$ cat config.mk
export PLATFORM = sky130hd
export DESIGN_NAME = msrl_mul
export DESIGN_NICKNAME = d
export VERILOG_FILES = /design/src/rtl/core/msrl_mul.sv
export SDC_FILE = /design/constraint.sdc
export NUM_CORES = 1
export LEC_CHECK = 0
export ABC_AREA = 1
export BUFFER_PORTS_ARGS = -buffer_cell sky130_fd_sc_hd__buf_2
export CAP_MARGIN = 0
export CORE_ASPECT_RATIO = 0.8
export CORE_MARGIN = 10
export CORE_UTILIZATION = 45
export CTS_CLUSTER_DIAMETER = 30
export DETAILED_ROUTE_END_ITERATION = 8
export PLACE_DENSITY = 0.7
export SETUP_SLACK_MARGIN = 0.4
export SLEW_MARGIN = 20
export SYNTH_ARGS = -nofsm -noshare
export SYNTH_HDL_FRONTEND = slang
export SYNTH_SLANG_ARGS = --single-unit
$ cat constraint.sdc
create_clock -name clk_i -period 2.35 [get_ports clk_i]
set_clock_uncertainty 0.1 [all_clocks]
set_input_delay 0.47 -clock clk_i [delete_from_list [all_inputs] [get_ports clk_i]]
set_output_delay 0.47 -clock clk_i [all_outputs]
set_load 0.05 [all_outputs]
$ cat src/rtl/core/msrl_mul.sv
// ----------------------------------------------------------------------------
// msrl_mul
// Bit-serial shift-add multiplier, 64 by 64 to 128 bits, one bit per cycle.
// ----------------------------------------------------------------------------
module msrl_mul (
  input  logic         clk_i,
  input  logic         rst_ni,
  input  logic         start_i,
  input  logic [63:0]  a_i,
  input  logic [63:0]  b_i,
  output logic         done_o,
  output logic [127:0] prod_o
);

  logic [63:0] a_q, a_d;
  logic [64:0] hi_q, hi_d;
  logic [63:0] lo_q, lo_d;
  logic [6:0]  cnt_q, cnt_d;
  logic        busy_q, busy_d;
  logic        done_q, done_d;
  logic [64:0] part;

  // add the multiplicand when the current multiplier bit (lsb of lo) is set
  assign part = hi_q + (lo_q[0] ? {1'b0, a_q} : 65'd0);

  always_comb begin
    a_d    = a_q;
    hi_d   = hi_q;
    lo_d   = lo_q;
    cnt_d  = cnt_q;
    busy_d = busy_q;
    done_d = 1'b0;
    if (start_i) begin
      a_d    = a_i;
      hi_d   = '0;
      lo_d   = b_i;
      cnt_d  = 7'd64;
      busy_d = 1'b1;
    end else if (busy_q) begin
      hi_d  = {1'b0, part[64:1]};
      lo_d  = {part[0], lo_q[63:1]};
      cnt_d = cnt_q - 7'd1;
      if (cnt_q == 7'd1) begin
        busy_d = 1'b0;
        done_d = 1'b1;
      end
    end
  end

  always_ff @(posedge clk_i or negedge rst_ni) begin
    if (!rst_ni) begin
      busy_q <= 1'b0;
      done_q <= 1'b0;
      cnt_q  <= '0;
    end else begin
      busy_q <= busy_d;
      done_q <= done_d;
      cnt_q  <= cnt_d;
    end
  end

  always_ff @(posedge clk_i) begin
    a_q  <= a_d;
    hi_q <= hi_d;
    lo_q <= lo_d;
  end

  assign done_o = done_q;
  assign prod_o = {hi_q[63:0], lo_q};

  a_mul_busy: assert property (@(posedge clk_i) disable iff (!rst_ni)
    busy_q |-> cnt_q != 7'd0)
    else $error("multiplier busy with zero count");
  a_mul_done: assert property (@(posedge clk_i) disable iff (!rst_ni)
    done_q |-> !busy_q)
    else $error("multiplier done while busy");
  a_mul_start: assert property (@(posedge clk_i) disable iff (!rst_ni)
    start_i |=> busy_q && cnt_q == 7'd64)
    else $error("multiplier did not start");

endmodule

=== Word-level counts from Yosys, hierarchy flattened ===
Cells that the tools add are included.

* Register bits after elaboration: 201
* Output and inout port bits: 129
* Logic and storage cells: 21

* Add/sub/neg operators: 2
* Eq/ne operators: 1
* Muxes and demuxes: 11
* Reductions and logical operators: 1

{| class="wikitable"
|+ Operators with widths
! cell !! number
|-
| 64-bit two-way mux || 3
|-
| 64-bit by 64-bit adder with 65-bit output || 1
|-
| 7-bit two-way mux || 2
|-
| 7-bit by 1-bit equality test with 1-bit output (second input constant) || 1
|-
| 7-bit by 1-bit subtractor with 7-bit output (second input constant) || 1
|-
| 1-bit two-way mux || 6
|-
| 2-bit nonzero test || 1
|}

=== Depth between registers and ports, before layout ===
* Depth after elaboration: 4
* Gate-level depth with buffers: 20
* Depth with buffers taken out: 18

=== Least setup slack after synthesis ===
Ideal clock, no wire load.

* Kind: reg2reg
* From: register lo_q[0]
* To: register hi_q[59]
* Setup time: 0.114 ns
* Arrival time: 2.507 ns
* Path slack: -0.371 ns
* Cell stages (with the launch flop): 18
* Buffers on the path: 2
* Cells stage by stage: edfxtp_1 > clkbuf_1 > clkbuf_1 > nand2_1 > inv_1 > ha_1 > nand2_1 > inv_1 > a21oi_1 > nand2_2 > nand2_1 > nand2_2 > nand2_1 > nand2_2 > nand2_1 > nand3_1 > nand3_1 > nand2_1

* Longest elaborated chain between the ends: 2

{| class="wikitable"
|+ RTL lines
! element !! RTL line !! RTL
|-
| from (decl) || 17 || <nowiki>logic [63:0] lo_q, lo_d;</nowiki>
|-
| from (signal assigned) || 65 || <nowiki>lo_q <= lo_d;</nowiki>
|-
| 64-bit two-way mux || 24 || <nowiki>assign part = hi_q + (lo_q[0] ? {1'b0, a_q} : 65'd0);</nowiki>
|-
| 64-bit by 64-bit adder with 65-bit output || 24 ||
|-
| to (signal assigned) || 64 || <nowiki>hi_q <= hi_d;</nowiki>
|-
| to (decl) || 16 || <nowiki>logic [64:0] hi_q, hi_d;</nowiki>
|}

No other way between the ends.
A chain may end at the register's enable or synchronous reset.

=== Final worst setup path ===
* From: register lo_q[0]
* To: register hi_q[47]

Same word-level chain as after synthesis.

==> metrics.md <==
| Metric | Value |
|---|---|
| Largest family of logic cells by synthesized area | simple AND/OR/NAND/NOR gates |
| Met3 usage | 0.0726 |
| Compound-gate portion of the synthesized area | 0.0469 |
| Post-Syn Area | 13500 um^2 |
| Clock root cell | clkbuf_16 |
| Tmin final | 2.66 ns |
| Top FF cell, synth | edfxtp_1 |
| Slew HR | 0.583 |
| R2R cell count | 15 |
| Async SR Flop Fraction | 0.0448 |
| Max FO, Critical Path | 23 |
| Cell variety after synth | 37 |
| #FFs+latches synth | 201 |
| TritonCTS clock tree | yes |
| Clock Sinks | 201 |
| CP Launch Point | lo_q[0] |
| Vias | 14500 |
| Largest cells by area after synthesis | edfxtp_1 29%, nand2_1 26%, inv_1 11%, dfxtp_1 9.5%, ha_1 6.1% |
| Final Worst Setup Slack | -0.306 ns |
| Starting density of the core | 0.457 |
| GR Util All Layers | 0.273 |
| Met2 Use GR | 0.412 |
| Post-synthesis xor/xnor area fraction | 0.00195 |
| EDFF count, synth | 128 |
| FF-to-FF setup slack | -0.31 ns |
| Unrepaired setup endpoints after global routing | yes |
| Max Cap Viol | 0 |
| Setup CP Type | reg2reg |
| # rows | 56 |
| CP Launch Type | flip-flop |
| Top cell type's share of synthesized area | 0.286 |
| Fin crit share | 1.13 |
| Layout area overhead | 55.1% |
| CTS Buf Count | 45 |
| Hold Fails Final Rpt | 0 |
| Die extent in y | 175 um |
| I/O pin count | 260 |
| Hold slack final | 0.0305 ns |
| RePlAce Congestion | 0.978 |
| Wire per inst | 17.7 um |
| CP Data Required Time | 2.68 ns |
| Worst slew pin tran | 0.625 ns |
| Arrival time at the worst endpoint | 2.99 ns |
| Reg2Reg Capture Point | hi_q[47] |
| Grt ovf | 0 |
| Syn avg cell area | 6.64 um^2 |
| I/O Buffers | 259 |
| Drt first-iter violations | 1063 |
| Latest clock arrival within the worst-skew pair | 0.56 ns |
| Post-synthesis mux area share | 0 |
| Yosys warning count | 0 |
| H-Tree Depth | 2 |
| Final Max Tran Viols | 0 |
| Top Usage Layer GRT | met2 |
| Worst setup endpoint | hi_q[47] |
| Crit. End Element | flip-flop |
| DR vias/cell | 4.90 |
| Leakage | 11.1 nW |
| Mapped Nets | 2225 |
| Pwr Density | 823 nW/um^2 |
| Peak supply drop | 661 uV |
| NumNets Final | 2737 |
| Total power | 17.2 mW |
| Routed WL | 52300 um |
| Antenna viol nets, final | 0 |
| Reg clk slew, reported paths | 0.05 ns |
| DRC Markers | 0 |
| Post-synthesis sequential area ratio | 0.398 |
| Synth Area in Adders | 0.0628 |
| Synth area leader | edfxtp_1 |
| Simple-gate share of the synthesized area | 0.371 |
| Antenna violations before repair | 1 |
| N_diodes | 0 |
| Outcome | finished, violations left |
| Most frequent cells in the layout | 780 x nand2_1, 342 x inv_1, 252 x buf_2, 144 x buf_4, 138 x nand2_2 |
| Post-Syn Instances | 2027 |
| Largest net degree at the start of global routing | 67 |
| Max clock buf depth | 3 |
| Drt pass-1 iters | 6 |
| Most common library cell in the layout ignoring fill and taps | nand2_1 |
| First-pass GRT wire length | 79000 um |
| R2r startpoint | lo_q[0] |
| Core box area | 29400 um^2 |
| Worst Hold Class | in2reg |
| Met1 Resource Use GR | 0.370 |
| Failing checks | setup timing |
| Fmax | 376 MHz |
| Dpl hpwl | 40000 um |
| Number of global-route vias before repair | 14400 |
| Final Core Density | 0.709 |
| Setup violations, final | 55 |
| Fraction of layout cells with a size suffix above 1 | 0.369 |
| DIE AREA | 37300 um^2 |
| Die X | 213 um |
## critical path, stage by stage, from the launching register on
cell	delay, ns
edfxtp_1	0.43
buf_6	0.18
buf_12	0.16
nand2_1	0.08
inv_1	0.06
ha_4	0.31
nand2_4	0.08
nor2_4	0.16
buf_4	0.15
a21oi_2	0.08
o21bai_1	0.20
nand2_1	0.13
nand3_2	0.12
nand2_1	0.06
nand3_1	0.13
nand2_1	0.06
## Yosys cell counts, types with 3 or more instances
| cell type | instances |
|---|---|
| a21oi_1 | 70 |
| a32o_1 | 6 |
| buf_1 | 8 |
| buf_2 | 3 |
| clkbuf_1 | 24 |
| clkinv_1 | 5 |
| dfrtp_1 | 9 |
| dfxtp_1 | 64 |
| edfxtp_1 | 128 |
| ha_1 | 66 |
| inv_1 | 381 |
| inv_2 | 7 |
| nand2_1 | 931 |
| nand2_2 | 28 |
| nand3_1 | 74 |
| nand3_2 | 13 |
| nand3b_1 | 8 |
| nand4_1 | 12 |
| nor2_1 | 99 |
| nor2_2 | 21 |
| nor3_1 | 7 |
| nor3_2 | 6 |
| o21ai_0 | 34 |
| or2_2 | 6 |
| xnor2_1 | 3 |
## state kept, by name, indices dropped and copies added (netlist names)
signal and count:
a_q 64, hi_q 64, lo_q 64, cnt_q 7
busy_q 1, done_o 1
## layout make-up
type                            count  area, um^2
Fill cell                        2411        8550
Multi-Input combinational cell   1398        8550
Sequential cell                   201        5350
Timing Repair Buffer              500        3460
Inverter                          393        1480
Clock buffer                       58        1210
Tap cell                          377         472
Clock inverter                     25         344
## cells by family after synthesis
family          count (synthesis)
xor+xnor                        3
buf+inv                       428
compound gates                117
flops                         201
fa+ha+maj                      67
simple gates                 1211
## per-stage QoR
step	setup slack, ns	setup TNS (ns)	cell area (um^2)	std cells
6_report	-0.306	-9.19	20900	2952
5_1_grt	-0.449	-16.07	20900	2952
4_1_cts	-0.254	-7.14	20000	2937
3_5_place_dp	-0.318	-9.20	17400	2790
3_3_place_gp	-0.292	-7.57	17400	2790
2_1_floorplan	-0.120	-4.60	14500	2027
## repair_timing
item,4_1_cts,5_1_grt
hold buffers,63,0
gates resized for setup,112,225
pin swaps,11,28
buffers inserted,1,15
endpoints found under the hold margin,71,0
endpoints found under the setup margin,65,67
## metal layers
layer | wire length [um] | vias to the layer above
met3 | 4170 | 76
met2 | 22600 | 463
met4 | 1510 | 2
met1 | 23900 | 6680
li1 | - | 7237
met5 | 13 | -
## worst min-delay path by stage
stage                     endpoint    start  slack [ns]  depth (start not counted)
final                      a_q[49]  a_i[49]        0.03                          1
after global routing       a_q[49]  a_i[49]        0.01                          1
after CTS                  a_q[49]  a_i[49]        0.01                          1
after detailed placement    done_o   rst_ni        0.24                          1
after global placement      done_o   rst_ni        0.23                          1
after floorplan             busy_q   rst_ni        0.07                          0
## report_power, final
group          switching [mW]  internal [mW]
sequential              0.442           4.27
clock                    2.12           4.32
combinational            3.81           2.22
total                    6.37           10.8
No activity file was read; power rests on OpenSTA's default activity.
