$ cat config.mk
export PLATFORM = sky130hd
export DESIGN_NAME = msrl_div
export DESIGN_NICKNAME = d
export VERILOG_FILES = /design/src/rtl/core/msrl_pkg.sv /design/src/rtl/core/msrl_div.sv
export SDC_FILE = /design/constraint.sdc
export NUM_CORES = 1
export LEC_CHECK = 0
export BUFFER_PORTS_ARGS = -buffer_cell sky130_fd_sc_hd__buf_2
export CAP_MARGIN = 20
export CORE_ASPECT_RATIO = 0.6
export CORE_MARGIN = 10
export CORE_UTILIZATION = 29
export CTS_CLUSTER_DIAMETER = 50
export DETAILED_ROUTE_END_ITERATION = 7
export PLACE_DENSITY = 0.55
export SYNTH_ARGS = -nofsm -noshare
export SYNTH_HDL_FRONTEND = slang
export SYNTH_SLANG_ARGS = --single-unit
$ cat constraint.sdc
create_clock -name clk_i -period 6.65 [get_ports clk_i]
set_input_delay 0.665 -clock clk_i [delete_from_list [all_inputs] [get_ports clk_i]]
set_output_delay 0.665 -clock clk_i [all_outputs]
set_load 0.05 [all_outputs]
$ cat src/rtl/core/msrl_pkg.sv
// ----------------------------------------------------------------------------
// msrl_pkg
// Shared types and constants for the relative error loss block.
// ----------------------------------------------------------------------------
package msrl_pkg;

  localparam int unsigned CfgIdxW = 3;

  typedef enum logic [CfgIdxW-1:0] {
    REG_IGN_LOW  = 3'd0,
    REG_IGN_HIGH = 3'd1,
    REG_EPSILON  = 3'd2,
    REG_BATCH    = 3'd3,
    REG_WEIGHT   = 3'd4
  } cfg_reg_e;

  typedef enum logic [3:0] {
    ST_IDLE,
    ST_PREP,
    ST_ALPHA,
    ST_TERM,
    ST_ACC,
    ST_GP,
    ST_GPFIX,
    ST_MUL,
    ST_GT,
    ST_LOSS,
    ST_DONE
  } state_e;

  // request to the shared divider
  typedef struct packed {
    logic         start;
    logic [127:0] num;
    logic [63:0]  den;
  } div_req_t;

  typedef struct packed {
    logic        busy;
    logic        done;
    logic        sat;
    logic [63:0] quo;
  } div_rsp_t;

  localparam logic [63:0] HoldMax = 64'h7FFF_FFFF_FFFF_FFFF;
  localparam logic [46:0] LossMax = {47{1'b1}};

endpackage

$ cat src/rtl/core/msrl_div.sv
// ----------------------------------------------------------------------------
// msrl_div
// Bit-serial restoring divider, 128 by 64 bits, one quotient bit per cycle.
// Quotient saturates to all ones when it would not fit in 64 bits.
// ----------------------------------------------------------------------------
module msrl_div (
  input  logic               clk_i,
  input  logic               rst_ni,
  input  msrl_pkg::div_req_t req_i,
  output msrl_pkg::div_rsp_t rsp_o
);

  logic [63:0] rem_q, rem_d;
  logic [63:0] lo_q, lo_d;
  logic [63:0] den_q, den_d;
  logic [63:0] quo_q, quo_d;
  logic [6:0]  cnt_q, cnt_d;
  logic        busy_q, busy_d;
  logic        done_q, done_d;
  logic        sat_q, sat_d;
  logic [64:0] shifted;
  logic        take;

  assign shifted = {rem_q, lo_q[63]};
  assign take    = shifted[64] || (shifted[63:0] >= den_q);

  always_comb begin
    rem_d  = rem_q;
    lo_d   = lo_q;
    den_d  = den_q;
    quo_d  = quo_q;
    cnt_d  = cnt_q;
    busy_d = busy_q;
    done_d = 1'b0;
    sat_d  = sat_q;
    if (req_i.start) begin
      rem_d = req_i.num[127:64];
      lo_d  = req_i.num[63:0];
      den_d = req_i.den;
      quo_d = '0;
      cnt_d = 7'd64;
      if (req_i.num[127:64] >= req_i.den) begin
        sat_d  = 1'b1;
        quo_d  = '1;
        done_d = 1'b1;
        busy_d = 1'b0;
      end else begin
        sat_d  = 1'b0;
        busy_d = 1'b1;
      end
    end else if (busy_q) begin
      rem_d = take ? (shifted[63:0] - den_q) : shifted[63:0];
      lo_d  = {lo_q[62:0], 1'b0};
      quo_d = {quo_q[62:0], take};
      cnt_d = cnt_q - 7'd1;
      if (cnt_q == 7'd1) begin
        busy_d = 1'b0;
        done_d = 1'b1;
      end
    end
  end

  always_ff @(posedge clk_i or negedge rst_ni) begin
    if (!rst_ni) begin
      busy_q <= 1'b0;
      done_q <= 1'b0;
      cnt_q  <= '0;
    end else begin
      busy_q <= busy_d;
      done_q <= done_d;
      cnt_q  <= cnt_d;
    end
  end

  always_ff @(posedge clk_i) begin
    rem_q <= rem_d;
    lo_q  <= lo_d;
    den_q <= den_d;
    quo_q <= quo_d;
    sat_q <= sat_d;
  end

  assign rsp_o.busy = busy_q;
  assign rsp_o.done = done_q;
  assign rsp_o.sat  = sat_q;
  assign rsp_o.quo  = quo_q;

  a_done_pulse: assert property (@(posedge clk_i) disable iff (!rst_ni)
    done_q |=> !done_q || $past(req_i.start))
    else $error("divider done held");
  a_busy_count: assert property (@(posedge clk_i) disable iff (!rst_ni)
    busy_q |-> cnt_q != 7'd0)
    else $error("divider busy with zero count");
  a_sat_done: assert property (@(posedge clk_i) disable iff (!rst_ni)
    (done_q && sat_q) |-> quo_q == '1)
    else $error("saturated quotient not all ones");

endmodule

==> Word-level counts from Yosys, hierarchy flattened <==
Index checks and enable logic that the tools add are counted.
{ "totals": {"regBits": 266, "inputBits": 195, "output_inout_bits": 67, "word_cells": 33} }
{ "classes": {"addsub": 2, "magnitude_cmp": 2, "n_eq_ne": 1, "n_mux": 18, "reduce_logical": 2} }
{ "op_table": {"columns": ["operator", "count"], "rows": [
  ["64-bit two-way mux", 8],
  ["64-bit greater-or-equal comparator", 2],
  ["64-bit subtractor", 1],
  ["7-bit two-way mux", 2],
  ["1-bit two-way mux", 8],
  ["7-bit by 1-bit == test with 1-bit output, second input constant", 1],
  ["7-bit by 1-bit subtractor with 7-bit output, second input constant", 1],
  ["2-bit nonzero test", 1],
  ["1-bit logical OR", 1]
]} }

==> Logic depth before layout (Yosys ltp) <==
Gate-level depths: netlist of the first run.
{ "depth": {"depth_word": 5, "depth_mapped": 15, "mapped_depth_nobuf": 13} }

==> Worst setup path before layout of the first run <==
Ideal clock, no wire load.
{ "synth_timing": {"kind": "input to register", "start": "input port req_i[192] (netlist name)", "end": "register lo_q[0] (enable)", "arrival_ns": 3.627, "required_ns": 6.178, "setup_slack_ns": 2.551, "stages": 3, "n_path_buf": 2, "path_cell_list": "clkbuf_1 > clkbuf_1 > or2_2"} }
{ "synth_via": {"elab_chain_len": 1} }
{ "synth_rtl": {"columns": ["item", "line_no", "rtl"], "rows": [
  ["from (decl)", "msrl_div.sv:9", "input msrl_pkg::div_req_t req_i,"],
  ["2-bit nonzero test (no line)", null, null],
  ["to (signal assigned)", "msrl_div.sv:77", "lo_q <= lo_d;"],
  ["to (decl)", "msrl_div.sv:14", "logic [63:0] lo_q, lo_d;"]
]} }
Every way passes these cells.
A chain may end at the register's enable or synchronous reset.

==> Worst setup path in the final report of the first run <==
{ "layout_timing": {"start": "register rem_q[16]", "end": "register rem_q[58], data pin"} }
{ "layout_via": {"elab_chain_len": 5, "elab_cells_between_ends": 6, "cone_classes": "add/sub (1); order compare (1); mux (3); reduce/logical (1)"} }
{ "layout_rtl": {"columns": ["item", "line_no", "rtl"], "rows": [
  ["from (decl)", "msrl_div.sv:13", "logic [63:0] rem_q, rem_d;"],
  ["from (signal assigned)", "msrl_div.sv:76", "rem_q <= rem_d;"],
  ["64-bit greater-or-equal comparator", "msrl_div.sv:25", "assign take = shifted[64] || (shifted[63:0] >= den_q);"],
  ["1-bit logical OR", "msrl_div.sv:25", null],
  ["64-bit two-way mux *", "msrl_div.sv:52", "rem_d = take ? (shifted[63:0] - den_q) : shifted[63:0];"],
  ["64-bit two-way mux *", "msrl_div.sv:51", "end else if (busy_q) begin"],
  ["64-bit two-way mux *", "msrl_div.sv:36", "if (req_i.start) begin"],
  ["named net rem_d[58]", "msrl_div.sv:13", null]
]} }
The timed path passes the listed nets; every way through them passes the cells marked *. The select of a mux whose other input is x is not followed.

==> results of run 1 <==
-- cells by family after synthesis --
logic type / after synthesis / synth area share
flops: 266 / 0.4783
mux: 81 / 0.05372
fa+ha+maj: 131 / 0.09916
compound gates: 419 / 0.1571
xor+xnor: 58 / 0.03059
buf+inv: 233 / 0.05659
simple gates: 461 / 0.1245
-- final cells by class --
class / instances / area, um^2 / share of cell area
diodes: 7 / 17.52 / 0.0008869
clock buffers: 44 / 973.4 / 0.04929
clock inverters: 21 / 171.4 / 0.008679
inverters: 147 / 551.8 / 0.02794
multi-input cells: 1150 / 7737 / 0.3918
flip-flops and latches: 266 / 7943 / 0.4022
well taps: 759 / 949.7 / 0.04808
repair buffers: 271 / 1406 / 0.07121
-- synthesized netlist by cell type (25+ instances only) --
library cell,number
sky130_fd_sc_hd__edfxtp_1,257
sky130_fd_sc_hd__nor2_1,214
sky130_fd_sc_hd__inv_1,147
sky130_fd_sc_hd__a21oi_1,145
sky130_fd_sc_hd__ha_1,130
sky130_fd_sc_hd__nand2_1,112
sky130_fd_sc_hd__mux2_2,64
sky130_fd_sc_hd__o21ai_0,64
sky130_fd_sc_hd__a21o_1,55
sky130_fd_sc_hd__clkbuf_1,53
sky130_fd_sc_hd__nand4_1,40
sky130_fd_sc_hd__o21ai_1,39
sky130_fd_sc_hd__xnor2_1,34
sky130_fd_sc_hd__buf_2,25
-- what timing repair did --
action / CTS / global route
setup buffers: 0 / 0
endpoints found under the setup margin: 0 / 0
endpoints found under the hold margin: 9 / 0
resized for setup: 0 / 0
hold buffers: 1 / 0
-- state kept, by name, indices dropped and copies added, names as in the netlist --
| signal | cells |
|---|---|
| den_q | 64 |
| lo_q | 64 |
| quo_q | 64 |
| rem_q | 64 |
| cnt_q | 7 |
| busy_q | 1 |
| done_q | 1 |
| sat_q | 1 |
-- power breakdown --
part	internal, mW	switching, mW	total (mW)
combinational	1.48	2.56	4.04
sequential	2.34	0.192	2.53
clock	1.07	0.820	1.89
-- worst max-delay path by stage --
stage                      to  slack [ps]  cells past startpoint
finish              rem_q[58]        2140                     12
global route        rem_q[58]        1820                     12
CTS                 rem_q[58]        2090                     12
detailed placement  rem_q[58]        2110                     12
global placement    rem_q[58]        2130                     12
floorplan             lo_q[0]        2550                      3
-- stage by stage --
| stage | power [mW] | area (um^2) | hold slack (ps) |
|---|---|---|---|
| floorplan | 5.588 | 16610 | 369.4 |
| global placement | 6.509 | 18580 | 527.3 |
| detailed placement | 6.551 | 18580 | 531.7 |
| CTS | 8.506 | 19730 | 281.0 |
| global route | 9.094 | 19740 | 286.1 |
| finish | 8.461 | 19750 | 309.2 |
-- layer usage --
layer	wire [um]	global-route usage	vias up
met5	82	0	-
met4	651	0.02306	14
met3	3602	0.04304	66
met2	21330	0.2105	315
met1	23500	0.1959	6155
li1	-	-	6394
==> metrics.md, run 1 <==
| Metric | Value |
|---|---|
| Share of post-route cells with drive strength above 1 | 0.2154 |
| Count of warnings emitted by yosys | 0 |
| RSZ-0062 raised after global routing | false |
| Max H-tree Level | 2 |
| Cell at the root of the clock tree | sky130_fd_sc_hd__clkbuf_16 |
| Worst reg2reg endpoint | rem_q[58] |
| Number of filler instances in the final layout | 5,733 |
| Arrival time of data at the critical path endpoint | 4780 ps |
| Largest net degree at the start of global routing | 127 |
| Overflow left after global routing | 0 |
| Clock transition at the register clock pins on the worst setup and hold paths after CTS | 60 ps |
| Number of instances in the synthesized netlist | 1,649 |
| Critical Path Fanout Max | 15 |
| Sink count of the clock tree | 266 |
| Overall global routing resource usage | 0.1395 |
| Top Ports | 262 |
| Count of flip-flops with a built-in enable after synthesis | 257 |
| Wirelength per Cell | 18.45 um |
| WHS Path Cells | 1 |
| Buffers added on ports | 261 |
| Total iterations of the first detailed-routing run | 5 |
| Net Count, Synth | 1,975 |
| CP endpoint kind | flip-flop |
| Num rows | 67 |
| Antenna violations before repair | 14 |
| Hold Path Sink | den_q[38] |
| Area of the die | 67,550 um^2 |
| Setup slack of the most critical reg-to-reg path | 2140 ps |
| Post-synthesis sequential element count | 266 |
| Placeable core area | 56,250 um^2 |
| Post-synth design cell area | 16,610 um^2 |
| Top-area cell type share of the netlist area | 0.4647 |
| Cell taking the most area after synthesis | sky130_fd_sc_hd__edfxtp_1 |
| Total power per unit cell area | 428.4 nW/um^2 |
| Post-Syn Area per Cell | 10.07 um^2 |
| Total detailed-routing wirelength | 49,170 um |
| Layout Area Growth over Synthesis | 18.93% |
| Final Hold Fails | 0 |
| Ys flop type | sky130_fd_sc_hd__edfxtp_1 |
| Tightest Pin Transition | 1092 ps |
| Status | complete, no violations |
| Worst reg2reg path startpoint | rem_q[16] |
| Reg2reg path depth | 12 |
| CTS Buf Count | 36 |
| Worst relative slew slack | 0.2719 |
| Number of buffer and inverter instances along the worst setup path | 1 |
| Class of the most critical setup path | reg -> reg |
| Count of final max-slew check failures | 0 |
| NumNets Final | 2,198 |
| Minimum setup slack in the final design | 2136 ps |
| Clock skew after layout | 29.46 ps |
| DRC violation count after routing | 0 |
| Total via count after detailed routing | 12.94k |
| Category of cells accounting for the largest share of critical-path delay | compound AO/OA/AOI/OAI gates |
| Initial Utilization | 0.2952 |
| Number of global-route vias before repair | 12.94k |
| Top achievable clock speed | 221.6 MHz |
| Wire length of the first global-routing pass | 75,280 um |
| Worst Hold Launch | req_i[38] |
| Height of the chip | 205.4 um |
| Post-synth cell types | 74 |
| Clk Latency, worst-skew pair | 550 ps |
| Most common cell after layout, fill and taps aside | sky130_fd_sc_hd__buf_2 |
| Clock tree from TritonCTS | done |
| Biggest area contributors in the synthesized netlist | sky130_fd_sc_hd__edfxtp_1, sky130_fd_sc_hd__ha_1, sky130_fd_sc_hd__nor2_1 |
| Share of the core filled with cells | 0.3511 |
| Total negative setup slack | 0 ps |
| CP startpoint kind | flip-flop |
| First-iteration detailed-routing DRC count | 1,111 |
| Average vias per placed instance | 4.857 |
| Peak per-stage delay on the critical path | 860 ps |
| VDD IR-drop max | 0.0001874 V |
| Routability Congestion | 0.8860 |
| Number of routed nets with antenna violations | 0 |
| Final min period | 4514 ps |
| Proportion of synthesized chip area in sequential cells | 0.4783 |
| Critical Path Source | rem_q[16] |
| Tightest Hold Check Type | in -> reg |
| CP Data Required Time | 6910 ps |
| Most frequent cells in the layout | sky130_fd_sc_hd__buf_2, sky130_fd_sc_hd__edfxtp_1, sky130_fd_sc_hd__nor2_1 |
| Ratio of final minimum period to clock period | 0.6787 |
| Cell with the largest stage delay on the worst path | sky130_fd_sc_hd__a32oi_2 |
| Longest Clk Path Bufs | 3 |
| Non-filler cells in the finished layout | 2,665 |
| Number of setup violations in the final report | 0 |
| Detailed placer's ending HPWL | 36,960 um |
| Die Wd | 328.9 um |
| Static leakage power | 8.521 nW |
| Minimum setup slack after placement | 2115 ps |
| Number of placed cells counting well taps | 2,592 |
| Crit-path cells | ha_1, and4_1, nand3_1, nor4_1, o211a_1, o21ba_2, nor2_2, a32oi_2, buf_4, mux2_1, mux2i_1, a21oi_1 |
| Total of max-cap violations | 0 |
| Share of synthesized registers carrying an async set or reset | 0.03383 |
No activity file was read; power rests on OpenSTA's default activity.
==> run 2, diff against run 1 <==
==> constraint.sdc (replaced) <==
create_clock -name clk_i -period 4.7 [get_ports clk_i]
set_input_delay 0.47 -clock clk_i [delete_from_list [all_inputs] [get_ports clk_i]]
set_output_delay 0.47 -clock clk_i [all_outputs]
set_load 0.05 [all_outputs]
==> metrics.md, run 2 (synthesis results as in run 1) <==
| Metric | Value |
|---|---|
| Proportion of total power due to net switching | 0.4155 |
| Number of filler instances in the final layout | 5,693 |
| Average vias per placed instance | 4.913 |
| CP endpoint kind | flip-flop |
| Combinational share of power | 0.475 |
| Total power per unit cell area | 605.7 nW/um^2 |
| Num rows | 67 |
| RSZ-0062 raised after global routing | false |
| Height of the chip | 205.4 um |
| Static leakage power | 8.531 nW |
| Overflow left after global routing | 0 |
| Count of cells resized by post-cts repair | 0 |
| VDD IR-drop max | 0.0003249 V |
| Worst relative slew slack | 0.2920 |
| Layout Area Growth over Synthesis | 19.03% |
| Total detailed-routing wirelength | 49,050 um |
| Reg2reg path depth | 14 |
| Top achievable clock speed | 261.1 MHz |
| Total of max-cap violations | 0 |
| Last element of the critical path | rem_q[58] |
| Antenna violations before repair | 7 |
| Class of the most critical setup path | reg -> reg |
| Top Ports | 262 |
| Number of setup violations in the final report | 0 |
| Arrival time of data at the critical path endpoint | 4090 ps |
| NumNets Final | 2,200 |
| Placeable core area | 56,250 um^2 |
| Critical Path Source | lo_q[63] |
| CP Data Required Time | 4960 ps |
| Most frequent cells in the layout | sky130_fd_sc_hd__buf_2, sky130_fd_sc_hd__edfxtp_1, sky130_fd_sc_hd__nor2_1 |
| Wirelength per Cell | 18.44 um |
| Max H-tree Level | 2 |
| Area of the die | 67,550 um^2 |
| Share of the core filled with cells | 0.3514 |
| Clock tree from TritonCTS | done |
| CTS Buf Count | 35 |
| Clock transition at the register clock pins on the worst setup and hold paths after CTS | 60 ps |
| Overall global routing resource usage | 0.1385 |
| Die Wd | 328.9 um |
| CP startpoint kind | flip-flop |
| First-iteration detailed-routing DRC count | 1,011 |
| Worst Hold Margin | 120.5 ps |
| Number of routed nets with antenna violations | 0 |
| Status | complete, no violations |
| Tightest Pin Transition | 1062 ps |
| Cell at the root of the clock tree | sky130_fd_sc_hd__clkbuf_16 |
| DRC violation count after routing | 0 |
| Number of global-route vias before repair | 13.16k |
| Total negative setup slack | 0 ps |
| Critical Path Fanout Max | 21 |
| Clock skew after layout | 29.65 ps |
| Count of final max-slew check failures | 0 |
| Sequential share of power | 0.300 |
| Sw power | 4.974 mW |
| Ratio of final minimum period to clock period | 0.8149 |
| Setup slack of the most critical reg-to-reg path | 870 ps |
| Worst reg2reg endpoint | rem_q[58] |
| Detailed placer's ending HPWL | 37,110 um |
| Worst reg2reg path startpoint | lo_q[63] |
| Routability Congestion | 0.8814 |
| Final Hold Fails | 0 |
| Most common cell after layout, fill and taps aside | sky130_fd_sc_hd__buf_2 |
| Longest Clk Path Bufs | 3 |
| Total via count after detailed routing | 13.07k |
| Sink count of the clock tree | 266 |
| Final min period | 3830 ps |
| Initial Utilization | 0.2952 |
| Clk Latency, worst-skew pair | 540 ps |
| Largest net degree at the start of global routing | 97 |
| Wire length of the first global-routing pass | 75,090 um |
| Clock power share | 0.226 |
| Tightest Hold Check Type | in -> reg |
| Buffers added on ports | 261 |
| Share of post-route cells with drive strength above 1 | 0.2156 |
| Internal power | 6.998 mW |
| Total iterations of the first detailed-routing run | 7 |
-- run 2: per-stage QoR --
step                std cells  setup slack (ps)  power, mW  instance area, um^2
global placement         2595             237.6      9.173                18600
finish                   2660             870.1      11.97                19770
floorplan                1649             795.7      7.907                16610
detailed placement       2595             240.6      9.241                18600
CTS                      2656             807.5      12.02                19760
global route             2657             620.3      12.83                19760
-- run 2: layout make-up --
cell class,instances,area (um^2),area share
antenna,4,10.01,0.0005064
multi-input combinational,1150,7737,0.3914
clock inverter,21,235.2,0.01190
sequential,266,7943,0.4018
timing repair buffer,274,1429,0.07229
tap,759,949.7,0.04804
clock buffer,39,910.9,0.04608
inverter,147,551.8,0.02791
-- run 2: power groups by stage --
stage	Sequential, mW	Combinational (mW)	Clock (mW)
6_report	3.59	5.68	2.70
3_3_place_gp	3.61	5.56	0
2_1_floorplan	3.86	4.05	0
4_1_cts	3.59	5.65	2.79
5_1_grt	3.65	6.31	2.88
3_5_place_dp	3.62	5.62	0
-- run 2: worst max-delay path, stage by stage, from the launching register on --
cell and delay, ps:
sky130_fd_sc_hd__edfxtp_1 350, sky130_fd_sc_hd__inv_1 50, sky130_fd_sc_hd__ha_1 230, sky130_fd_sc_hd__fa_1 410, sky130_fd_sc_hd__nand2b_1 190, sky130_fd_sc_hd__a211o_1 320
sky130_fd_sc_hd__a21oi_1 270, sky130_fd_sc_hd__o211a_1 240, sky130_fd_sc_hd__o21ba_2 220, sky130_fd_sc_hd__nor2_2 90, sky130_fd_sc_hd__a32oi_2 200, sky130_fd_sc_hd__buf_4 400
sky130_fd_sc_hd__mux2_1 360, sky130_fd_sc_hd__mux2i_1 140, sky130_fd_sc_hd__a21oi_1 70
-- run 2: how the worst min path moves through the flow --
stage	to	cells past startpoint	startpoint	slack [ps]
2_1_floorplan	busy_q	0	rst_ni	170
3_3_place_gp	cnt_q[2]	1	rst_ni	330
3_5_place_dp	cnt_q[2]	1	rst_ni	340
4_1_cts	den_q[47]	1	req_i[47]	90
5_1_grt	den_q[47]	1	req_i[47]	100
6_report	den_q[35]	1	req_i[35]	120
-- run 2: metal layers --
| metal | vias up | global-route usage | routed length (um) |
|---|---|---|---|
| met5 | - | 0 | 28 |
| met4 | 6 | 0.02467 | 685 |
| met3 | 57 | 0.03212 | 2839 |
| met2 | 340 | 0.2137 | 21560 |
| met1 | 6262 | 0.1965 | 23930 |
| li1 | 6404 | - | - |
-- run 2: repair_timing --
action / CTS / global route
hold buffers: 1 / 0
hold endpoints to repair: 9 / 0
endpoints found under the setup margin: 0 / 0
setup buffers: 0 / 0
